File: config.mk
export PLATFORM = sky130hd
export DESIGN_NAME = extent_bitmap_allocator_top
export DESIGN_NICKNAME = d
export VERILOG_FILES = /design/src/rtl/ebm_pkg.sv /design/src/rtl/ebm_map_ram.sv /design/src/rtl/ebm_ffs.sv /design/src/rtl/extent_bitmap_allocator_top.sv
export SDC_FILE = /design/constraint.sdc
export NUM_CORES = 2
export LEC_CHECK = 0
export ABC_AREA = 1
export BUFFER_PORTS_ARGS = -buffer_cell sky130_fd_sc_hd__clkbuf_2
export CORE_UTILIZATION = 56
export CTS_CLUSTER_SIZE = 40
export DETAILED_ROUTE_END_ITERATION = 12
export GPL_ROUTABILITY_DRIVEN = 0
export PLACE_DENSITY = 0.75
export RECOVER_POWER = 25
export REMOVE_ABC_BUFFERS = 1
export SLEW_MARGIN = 20
export SYNTH_ARGS = -nofsm -noshare
export SYNTH_HDL_FRONTEND = slang
export SYNTH_SLANG_ARGS = --single-unit
File: constraint.sdc
create_clock -name clk -period 6.06 [get_ports clk]
set_clock_uncertainty 0.05 [all_clocks]
set_input_delay 0.303 -clock clk [delete_from_list [all_inputs] [get_ports clk]]
set_output_delay 0.303 -clock clk [all_outputs]
set_load 0.05 [all_outputs]
File: src/rtl/ebm_pkg.sv
// Shared types, command codes, state encoding and defaults for the extent bitmap allocator.
package ebm_pkg;

    // Default map size in extents
    localparam int NUM_EXTENTS_DEF = 1024;

    // Bitmap word width used by the scan unit and the map memory
    localparam int WORD_W = 64;
    localparam int POS_W  = 6;

    // Command codes
    localparam logic [1:0] CMD_ALLOC = 2'd0;
    localparam logic [1:0] CMD_FREE  = 2'd1;
    localparam logic [1:0] CMD_QUERY = 2'd2;

    // Configuration register indexes
    localparam logic REG_BASE_EXTENT = 1'b0;

    // Input transfer payload
    typedef struct packed {
        logic [1:0] cmd;
        logic [9:0] extent_index;
    } in_t;

    // Output transfer payload
    typedef struct packed {
        logic [31:0] extent_number;
        logic        found;
        logic        is_full;
    } out_t;

    // Result of the find-first-set unit
    typedef struct packed {
        logic             hit;
        logic [POS_W-1:0] pos;
    } ffs_res_t;

    // Sequencer states
    typedef enum logic [2:0] {
        ST_CLEAR,
        ST_IDLE,
        ST_SCAN_RD,
        ST_SCAN_CHK,
        ST_FREE_RD,
        ST_FREE_WR,
        ST_OUT
    } state_t;

endpackage

File: src/rtl/ebm_map_ram.sv
// Bitmap word memory: one write port, one read port with registered read data.
module ebm_map_ram #(
    parameter int WORDS = 16,
    parameter int AW    = 4
) (
    input  logic                        clk,
    input  logic                        we,
    input  logic [AW-1:0]               waddr,
    input  logic [ebm_pkg::WORD_W-1:0]  wdata,
    input  logic [AW-1:0]               raddr,
    output logic [ebm_pkg::WORD_W-1:0]  rdata
);

    logic [ebm_pkg::WORD_W-1:0] mem [WORDS];
    logic [ebm_pkg::WORD_W-1:0] rdata_reg;

    // Write port
    always_ff @(posedge clk)
    begin
        if (we)
        begin
            mem[waddr] <= wdata;
        end
    end

    // Registered read port
    always_ff @(posedge clk)
    begin
        rdata_reg <= mem[raddr];
    end

    assign rdata = rdata_reg;

endmodule

File: src/rtl/ebm_ffs.sv
// Find-first-set unit: lowest set bit of one bitmap word at or above a lower bound.
module ebm_ffs (
    input  logic [ebm_pkg::WORD_W-1:0] word,
    input  logic [ebm_pkg::POS_W-1:0]  lo,
    output ebm_pkg::ffs_res_t          res
);

    logic [ebm_pkg::WORD_W-1:0] masked;

    // Drop bits below the lower bound
    assign masked = word & ({ebm_pkg::WORD_W{1'b1}} << lo);

    // Priority encode, lowest bit wins
    always_comb
    begin
        res.hit = |masked;
        res.pos = '0;
        for (int i = ebm_pkg::WORD_W - 1; i >= 0; i--)
        begin
            if (masked[i])
            begin
                res.pos = ebm_pkg::POS_W'(i);
            end
        end
    end

endmodule

File: src/rtl/extent_bitmap_allocator_top.sv
// Next-fit extent allocator over a free bitmap (set bit = free), one command at a time.
// After reset the map memory is filled by a sweep over every word during which no command is
// taken; configuration writes work throughout. The map is held as 64-bit words in a memory
// with one read and one write port, and a single find-first-set unit checks one word per
// cycle. Allocate reads the remembered start word, then checks words in order, each with
// the following word fetched ahead, up to the first free bit or the last word, and then
// offers the result. Free reads the word, writes it back with the bit set and then offers
// the result; query and an out-of-range free offer the result directly. The result is held
// until the output transfer, and the next command is taken the cycle after that.
module extent_bitmap_allocator_top #(
    parameter int NUM_EXTENTS = ebm_pkg::NUM_EXTENTS_DEF
) (
    input  logic           clk,
    input  logic           rst_n,
    // command channel
    input  logic           in_valid,
    output logic           in_stall,
    input  ebm_pkg::in_t   in_data,
    // result channel
    output logic           out_valid,
    input  logic           out_stall,
    output ebm_pkg::out_t  out_data,
    // configuration port
    input  logic           psel,
    input  logic           penable,
    input  logic           pwrite,
    input  logic [2:0]     paddr,
    input  logic [31:0]    pwdata,
    output logic [31:0]    prdata,
    output logic           pready
);

    localparam int IW    = ($clog2(NUM_EXTENTS) > ebm_pkg::POS_W) ?
                           $clog2(NUM_EXTENTS) : (ebm_pkg::POS_W + 1);
    localparam int AW    = IW - ebm_pkg::POS_W;
    localparam int WORDS = (NUM_EXTENTS + ebm_pkg::WORD_W - 1) / ebm_pkg::WORD_W;
    localparam int TAIL  = NUM_EXTENTS % ebm_pkg::WORD_W;
    localparam logic [ebm_pkg::WORD_W-1:0] LAST_MASK = (TAIL == 0) ?
        {ebm_pkg::WORD_W{1'b1}} : ((ebm_pkg::WORD_W'(1) << TAIL) - ebm_pkg::WORD_W'(1));
    localparam logic [AW-1:0] LAST_WORD = AW'(WORDS - 1);
    localparam logic [IW-1:0] LAST_IDX  = IW'(NUM_EXTENTS - 1);

    ebm_pkg::state_t state_reg, state_next;
    logic [1:0]      cmd_reg, cmd_next;
    logic [IW-1:0]   idx_reg, idx_next;
    logic [IW-1:0]   start_reg, start_next;
    logic [AW-1:0]   word_reg, word_next;
    logic [AW-1:0]   clr_reg, clr_next;
    logic            first_reg, first_next;
    logic            last_free_reg, last_free_next;
    logic [31:0]     base_reg;
    ebm_pkg::out_t   out_reg, out_next;

    logic                       ram_we;
    logic [AW-1:0]              ram_waddr;
    logic [ebm_pkg::WORD_W-1:0] ram_wdata;
    logic [AW-1:0]              ram_raddr;
    logic [ebm_pkg::WORD_W-1:0] ram_rdata;

    logic [ebm_pkg::POS_W-1:0]  scan_lo;
    ebm_pkg::ffs_res_t          scan_res;
    logic [IW-1:0]              hit_idx;
    logic                       in_range;
    logic                       cfg_wr;

    // Map memory
    ebm_map_ram #(
        .WORDS (WORDS),
        .AW    (AW)
    ) u_map (
        .clk   (clk),
        .we    (ram_we),
        .waddr (ram_waddr),
        .wdata (ram_wdata),
        .raddr (ram_raddr),
        .rdata (ram_rdata)
    );

    // Single find-first-set unit
    assign scan_lo = first_reg ? start_reg[ebm_pkg::POS_W-1:0] : '0;

    ebm_ffs u_ffs (
        .word (ram_rdata),
        .lo   (scan_lo),
        .res  (scan_res)
    );

    assign hit_idx  = {word_reg, scan_res.pos};
    assign in_range = (17'(in_data.extent_index) < 17'(NUM_EXTENTS));

    // Configuration port
    assign pready = 1'b1;
    assign cfg_wr = psel && penable && pwrite;
    assign prdata = (paddr[2] == ebm_pkg::REG_BASE_EXTENT) ? base_reg : 32'd0;

    always_ff @(posedge clk or negedge rst_n)
    begin
        if (!rst_n)
        begin
            base_reg <= 32'd0;
        end
        else if (cfg_wr && (paddr[2] == ebm_pkg::REG_BASE_EXTENT))
        begin
            base_reg <= pwdata;
        end
    end

    // Sequencer registers
    always_ff @(posedge clk or negedge rst_n)
    begin
        if (!rst_n)
        begin
            state_reg     <= ebm_pkg::ST_CLEAR;
            start_reg     <= '0;
            clr_reg       <= '0;
            last_free_reg <= 1'b1;
        end
        else
        begin
            state_reg     <= state_next;
            start_reg     <= start_next;
            clr_reg       <= clr_next;
            last_free_reg <= last_free_next;
        end
    end

    // Payload registers
    always_ff @(posedge clk)
    begin
        cmd_reg   <= cmd_next;
        idx_reg   <= idx_next;
        word_reg  <= word_next;
        first_reg <= first_next;
        out_reg   <= out_next;
    end

    // Next state and memory control
    always_comb
    begin
        state_next     = state_reg;
        cmd_next       = cmd_reg;
        idx_next       = idx_reg;
        start_next     = start_reg;
        word_next      = word_reg;
        clr_next       = clr_reg;
        first_next     = first_reg;
        last_free_next = last_free_reg;
        out_next       = out_reg;
        ram_we         = 1'b0;
        ram_waddr      = word_reg;
        ram_wdata      = '0;
        ram_raddr      = word_reg;

        case (state_reg)
            ebm_pkg::ST_CLEAR:
            begin
                // fill every word as free, padding bits of the tail word stay clear
                ram_we    = 1'b1;
                ram_waddr = clr_reg;
                ram_wdata = (clr_reg == LAST_WORD) ? LAST_MASK : {ebm_pkg::WORD_W{1'b1}};
                if (clr_reg == LAST_WORD)
                begin
                    state_next = ebm_pkg::ST_IDLE;
                end
                else
                begin
                    clr_next = clr_reg + AW'(1);
                end
            end

            ebm_pkg::ST_IDLE:
            begin
                if (in_valid)
                begin
                    cmd_next = in_data.cmd;
                    idx_next = IW'(in_data.extent_index);
                    case (in_data.cmd)
                        ebm_pkg::CMD_ALLOC:
                        begin
                            word_next  = start_reg[IW-1:ebm_pkg::POS_W];
                            first_next = 1'b1;
                            state_next = ebm_pkg::ST_SCAN_RD;
                        end
                        ebm_pkg::CMD_FREE:
                        begin
                            if (in_range)
                            begin
                                state_next = ebm_pkg::ST_FREE_RD;
                            end
                            else
                            begin
                                out_next   = '{extent_number: 32'd0, found: 1'b0,
                                               is_full: !last_free_reg};
                                state_next = ebm_pkg::ST_OUT;
                            end
                        end
                        default:
                        begin
                            out_next   = '{extent_number: 32'd0, found: 1'b0,
                                           is_full: !last_free_reg};
                            state_next = ebm_pkg::ST_OUT;
                        end
                    endcase
                end
            end

            ebm_pkg::ST_SCAN_RD:
            begin
                ram_raddr  = word_reg;
                state_next = ebm_pkg::ST_SCAN_CHK;
            end

            ebm_pkg::ST_SCAN_CHK:
            begin
                // fetch the following word ahead while this one is checked
                ram_raddr = word_reg + AW'(1);
                if (scan_res.hit)
                begin
                    ram_we     = 1'b1;
                    ram_waddr  = word_reg;
                    ram_wdata  = ram_rdata & ~(ebm_pkg::WORD_W'(1) << scan_res.pos);
                    start_next = hit_idx;
                    if (hit_idx == LAST_IDX)
                    begin
                        last_free_next = 1'b0;
                    end
                    out_next   = '{extent_number: base_reg + 32'(hit_idx), found: 1'b1,
                                   is_full: !last_free_next};
                    state_next = ebm_pkg::ST_OUT;
                end
                else if (word_reg == LAST_WORD)
                begin
                    out_next   = '{extent_number: 32'd0, found: 1'b0,
                                   is_full: !last_free_reg};
                    state_next = ebm_pkg::ST_OUT;
                end
                else
                begin
                    word_next  = word_reg + AW'(1);
                    first_next = 1'b0;
                end
            end

            ebm_pkg::ST_FREE_RD:
            begin
                ram_raddr  = idx_reg[IW-1:ebm_pkg::POS_W];
                state_next = ebm_pkg::ST_FREE_WR;
            end

            ebm_pkg::ST_FREE_WR:
            begin
                ram_we    = 1'b1;
                ram_waddr = idx_reg[IW-1:ebm_pkg::POS_W];
                ram_wdata = ram_rdata |
                            (ebm_pkg::WORD_W'(1) << idx_reg[ebm_pkg::POS_W-1:0]);
                if (idx_reg == LAST_IDX)
                begin
                    last_free_next = 1'b1;
                end
                out_next   = '{extent_number: 32'd0, found: 1'b1,
                               is_full: !last_free_next};
                state_next = ebm_pkg::ST_OUT;
            end

            ebm_pkg::ST_OUT:
            begin
                if (!out_stall)
                begin
                    state_next = ebm_pkg::ST_IDLE;
                end
            end

            default:
            begin
                state_next = ebm_pkg::ST_IDLE;
            end
        endcase
    end

    // Handshake outputs
    assign in_stall  = (state_reg != ebm_pkg::ST_IDLE);
    assign out_valid = (state_reg == ebm_pkg::ST_OUT);
    assign out_data  = out_reg;

`ifndef ASSERT_OFF
    // A stalled result stays offered and unchanged
    a_out_hold: assert property (@(posedge clk) disable iff (!rst_n)
        (out_valid && out_stall) |=> (out_valid && $stable(out_data)))
        else $error("stalled result dropped or changed");

    // A result that is not found carries extent number zero
    a_zero_number: assert property (@(posedge clk) disable iff (!rst_n)
        (out_valid && !out_data.found) |-> (out_data.extent_number == 32'd0))
        else $error("nonzero extent number without a hit");

    // Query never reports found
    a_query_quiet: assert property (@(posedge clk) disable iff (!rst_n)
        (out_valid && (cmd_reg == ebm_pkg::CMD_QUERY)) |-> !out_data.found)
        else $error("query reported found");

    // Full flag matches the tracked state of the last entry
    a_full_track: assert property (@(posedge clk) disable iff (!rst_n)
        out_valid |-> (out_data.is_full == !last_free_reg))
        else $error("is_full disagrees with last entry state");
`endif

endmodule

Word level (Yosys, flattened, before mapping)
Memories as Yosys holds them, arrays and structs flattened. A register that Yosys moved wholly into a read port is not among the register bits.
Cells that the tools add are included.

storage, ports and cells
  register bits after elaboration = 99
  RAM bits = 1,024
  bits of input ports = 54
  word-level logic and storage cells = 169
  memories kept = 1

cells by class
  add/sub/neg operators = 3
  equality and inequality tests = 21
  shifts and indexed selects = 3
  multiplexer cells = 103
  bitwise gates (word level) = 6
  reduce and logical (&&, ||, !) cells = 21

memory list
  memory     depth  bits a word  read ports  clocked after memory_dff  wr ports  line               source
  u_map.mem  16     64           1           1                         1         ebm_map_ram.sv:14  logic [ebm_pkg::WORD_W-1:0] mem [WORDS];

operators by type and width
  kind                                                                  number
  6-bit 2-to-1 mux                                                      65
  64-bit one-hot mux with 3 select lines                                1
  34-bit 2-to-1 mux                                                     4
  64-bit AND                                                            2
  1-bit by 6-bit << shifter with 64-bit output (first input constant)   2
  34-bit one-hot mux with 3 select lines                                1
  64-bit 2-to-1 mux                                                     1
  64-bit inverter                                                       1
  64-bit bitwise OR                                                     1
  64-bit OR reduction                                                   1
  64-bit by 6-bit << shifter with 64-bit output (first input constant)  1
  32-bit by 10-bit adder with 32-bit output                             1
  32-bit 2-to-1 mux                                                     1
  4-bit one-hot mux with 2 select lines                                 3
  3-bit one-hot mux with 7 select lines                                 1
  10-bit equality test (second input constant)                          2
  4-bit 2-to-1 mux                                                      4
  3-bit 2-to-1 mux                                                      5
  2-bit inequality test (second input constant)                         7
  1-bit 2-to-1 mux                                                      13
  3-bit equality test (second input constant)                           3
  4-bit by 1-bit adder with 4-bit output (second input constant)        2
  4-bit equality test (second input constant)                           2
  2-bit AND reduction                                                   4
  18 further kinds                                                      29

Depth between registers and ports, before layout
  word-level depth = 74
  depth in mapped cells = 94

Hierarchy
Synthesis repeated with hierarchy kept, for this count alone.

second synthesis, totals
  cell total of the unflattened synthesis = 5,640
  area total of the unflattened synthesis = 54,443.5 um^2

by module, submodules not included
  module                       times used  cells an instance  area each (um^2)  sequential area each (um^2)
  ebm_map_ram                  1           4,210              45,285.9          32,030.7
  extent_bitmap_allocator_top  1           1,126              7,846.3           2,723.9
  ebm_ffs                      1           304                1,311.3           0.0

Worst setup path before layout
Ideal clock, no wire load.

  kind = flip-flop to flip-flop
  start = register first_reg
  end = register out_reg (netlist bit out_data[33]), data pin
  library setup time = 254 ps
  arrival = 6,293 ps
  required time = 5,756 ps
  path slack = -537 ps
  stages on the path, launching flop included = 92
  path through = edfxtp_1 nand2_2 nor2_1 nand2_1 o21ai_2 nand2_1 nand2_1 nand2_1 nand2_1 nand2_1 nand2_1 nand2_1 nand2_1 nand2_1 nand2_1 nand2_1 nand2_1 nand2_1 [56 not listed] a21oi_2 o21bai_2 a21oi_1 nor2_2 nand2_1 nor2_2 inv_2 nor2_2 nand2_2 nor2_4 nand2_2 nor2_4 inv_2 nor2_4 nand3_2 nor3_4 nand4_1 o21a_1

RTL lines
  what                      line                                source
  start: declaration        extent_bitmap_allocator_top.sv:49   logic first_reg, first_next;
  start signal: assignment  extent_bitmap_allocator_top.sv:133  first_reg <= first_next;
  end signal: assignment    extent_bitmap_allocator_top.sv:134  out_reg <= out_next;
  end: declaration          extent_bitmap_allocator_top.sv:52   ebm_pkg::out_t out_reg, out_next;

==> flow_summary.ini <==
[synthesis]
yosysWarnings = 0
synthesis.area_sq_um = 50900
synth-seq-area-share_pct = 68.3
yosys_most_used_dff = edfxtp_1
synth_edf_count = 1073
syn_avg_cell_area_sq_um = 11.4
ys_seq_elements = 1187
synth_cells = 4468
synth_cell_types = 54
async_flop_share_pct = 4.21

[drt]
wl_per_cell_um = 22.2
drc = 0
drtIter0Drc = 4753
final_antenna_net_count = 0
via_per_inst = 5.98
vias = 35900
wirelength_um = 134000
dr.pass1.iters = 7

[critical_path]
crit_path_frequent_cell = nand2_1
r2r.worst_path.cells = 92
endpoint_kind = flop
r2r-end = out_data[15]
crit_slowest_cell = edfxtp_1
critPathLaunchType = flop
arrival_ps = 8080
cp.required_ps = 6430
r2r_start = first_reg
cp_max_fo = 4
critPathMaxStageDelay_ps = 500
crit_type = reg -> reg
r2r_setup_slack_ps = -1650

[grt]
grt_max_degree = 197
grt_util_met3_pct = 5.16
antenna_found_initial = 1
busiest_layer = met2
met2_usage_pct = 45.6
grt_pass1_wl_um = 197000
grt_pass1_vias = 33300
track_usage_pct = 28.4
gr-total-overflow = 0
use_met1_pct = 38.6

[floorplan]
die_w_um = 304
coreArea_sq_um = 90000
die_height_um = 304
row_count = 110
die_area_sq_um = 92100
pin_count = 123
start_util_pct = 56.6

[timing]
fin_ws_ps = -1650
grt_setup_unrepaired = true
fmax_ghz = 0.130
fin_crit_ps = 7710
final-hold-violation-count = 0
worst_hold_slack_ps = 54.9
period_share_pct = 127
setup_violations = 863
worst_slew_pin_slew_ps = 3180
slew_headroom_pct = -112
slew_violations = 757

[finish]
largest_reg_flops = 1024
fillers = 6374
finalNonFillerCells = 6013
syn2layout_area_growth_pct = 15.1
nNetsFinal = 4811
diodes = 0
final_layout_size_suffix_gt1_share_pct = 12.0
utilization_pct = 65.1

[min_path]
hold_path.class = in -> reg
min_path_cells = 4
hold_path_end = state_reg[1]
min_from = in_data[10]

[clocking]
cts_max_level = 3
path_clk_slew_ps = 70
cts_tree = yes
worstSkewPairLatency_ps = 690
cts_inserted_buffers = 111
cts_root_buf = clkbuf_16
cts_buffer_depth = 3
clock_sinks = 1187

[flow_run]
maxCapViolCount = 8

[place]
dp_cells = 5710
dpl.hpwl_um = 73700
port_buffers = 119

[power]
irDropWorstVdd_mv = 0.496
power-per-cell-area_nw_per_um2 = 615
fin_total_pwr_mw = 36.0
leakage_nw = 22.4

[run_status]
violations = capacitance limit, slew limit, setup timing
status = finished, violations left
[metrics by stage]
step / setup WS [ps] / area, sq um / TNS, ps
after floorplan: -32120 / 49900 / -3768350
after global placement: -1200 / 54000 / -15740
after detailed placement: -1320 / 54000 / -17470
after CTS: -1140 / 58600 / -378470
after global routing: -2430 / 58600 / -1383070
final: -1650 / 58600 / -683320
[how the worst max path moves through the flow]
stage                       from              to  slack (ps)  cells after the start
finish                 first_reg    out_data[15]       -1650                     92
global route           first_reg    out_data[33]       -2430                     93
CTS                    first_reg    out_data[33]       -1140                     92
detailed placement     first_reg    out_data[31]       -1320                     94
global placement       first_reg    out_data[33]       -1200                     93
floorplan           state_reg[1]  u_map.rdata[0]      -32120                      9
[routing by layer]
| layer | routed length [um] | up-vias |
|---|---|---|
| met2 | 62600 | 2074 |
| met4 | 5250 | 0 |
| met3 | 13900 | 348 |
| met5 | 0 | - |
| li1 | - | 16400 |
| met1 | 51700 | 17200 |
[critical path: cells and delay by family (launching register included)]
kind | cells | cell delay (ps)
compound gates | 9 | 1050
simple gates | 69 | 4290
fa+ha+maj | 1 | 140
flops | 1 | 500
buf+inv | 13 | 1440
[layout by cell type (no fill, tap or decap), types with 128 or more instances in the layout]
cell / count
edfxtp_1: 1073
nand2_1: 646
inv_1: 569
o21ai_0: 386
nor2_1: 287
o211ai_1: 241
buf_4: 228
a21oi_1: 206
nand3_1: 192
mux2i_1: 128
[timing repair]
item	4_1_cts	5_1_grt
buffers inserted	50	14
setup endpoints to repair	25	1057
endpoints found under the hold margin	92	0
resized for setup	81	40
cloned	0	2
hold buffers	44	0
pin swaps	9	17
[synth_stat cells (2+ instances only)]
cell type	instances	area, sq um
nand2_2	8	50.1
ha_1	9	113
mux2i_1	128	1280
a31o_1	2	17.5
nand3_1	194	971
o31ai_1	4	30.0
o21ai_1	14	70.1
o221ai_1	65	569
nor3_1	32	160
nor2_1	310	1160
edfxtp_1	1073	32200
nand2_1	683	2560
inv_2	7	26.3
clkbuf_1	236	886
buf_2	6	30.0
a31oi_1	4	25.0
o21ai_2	2	17.5
o21a_1	4	30.0
dfrtp_1	49	1230
o311ai_0	64	561
o22ai_1	4	25.0
buf_4	2	15.0
dfxtp_1	64	1280
o211ai_1	241	1810
nor2_2	10	62.6
a21oi_1	210	1050
nor4_1	7	43.8
buf_1	22	82.6
nand4_1	16	100
nor2_4	4	45.0
inv_1	573	2150
o21ai_0	396	1980
a22oi_1	3	22.5
xor2_1	2	17.5
[logic make-up (layout without fill, tap and decap cells)]
logic type	count (synthesis)	after routing	share of synthesized area, %
adders and majority gates	10	10	0.260
muxes	128	128	2.52
buffers and inverters	848	1216	6.28
DFF	1187	1187	68.3
xor gates and xnor gates	2	2	0.0344
AOI/OAI and AO/OA	1021	1021	12.4
other	1	1	0.00736
and+or+nand+nor	1271	1272	10.3
[layout make-up]
class	count	area, sq um	share of cell area (%)
Tap cell	1176	1470	2.51
Inverter	582	2200	3.75
Clock inverter	39	365	0.623
Timing Repair Buffer	431	3190	5.43
Clock buffer	164	3140	5.36
Multi-Input combinational cell	2434	13500	23.0
Sequential cell	1187	34800	59.3
[power by group]
part / total (mW) / switching [mW] / internal [mW]
Sequential: 13.0 / 0.691 / 12.3
Combinational: 16.3 / 11.5 / 4.81
Clock: 6.75 / 2.91 / 3.83
Total: 36.0 / 15.1 / 21.0
No activity file was read; power rests on OpenSTA's default activity.
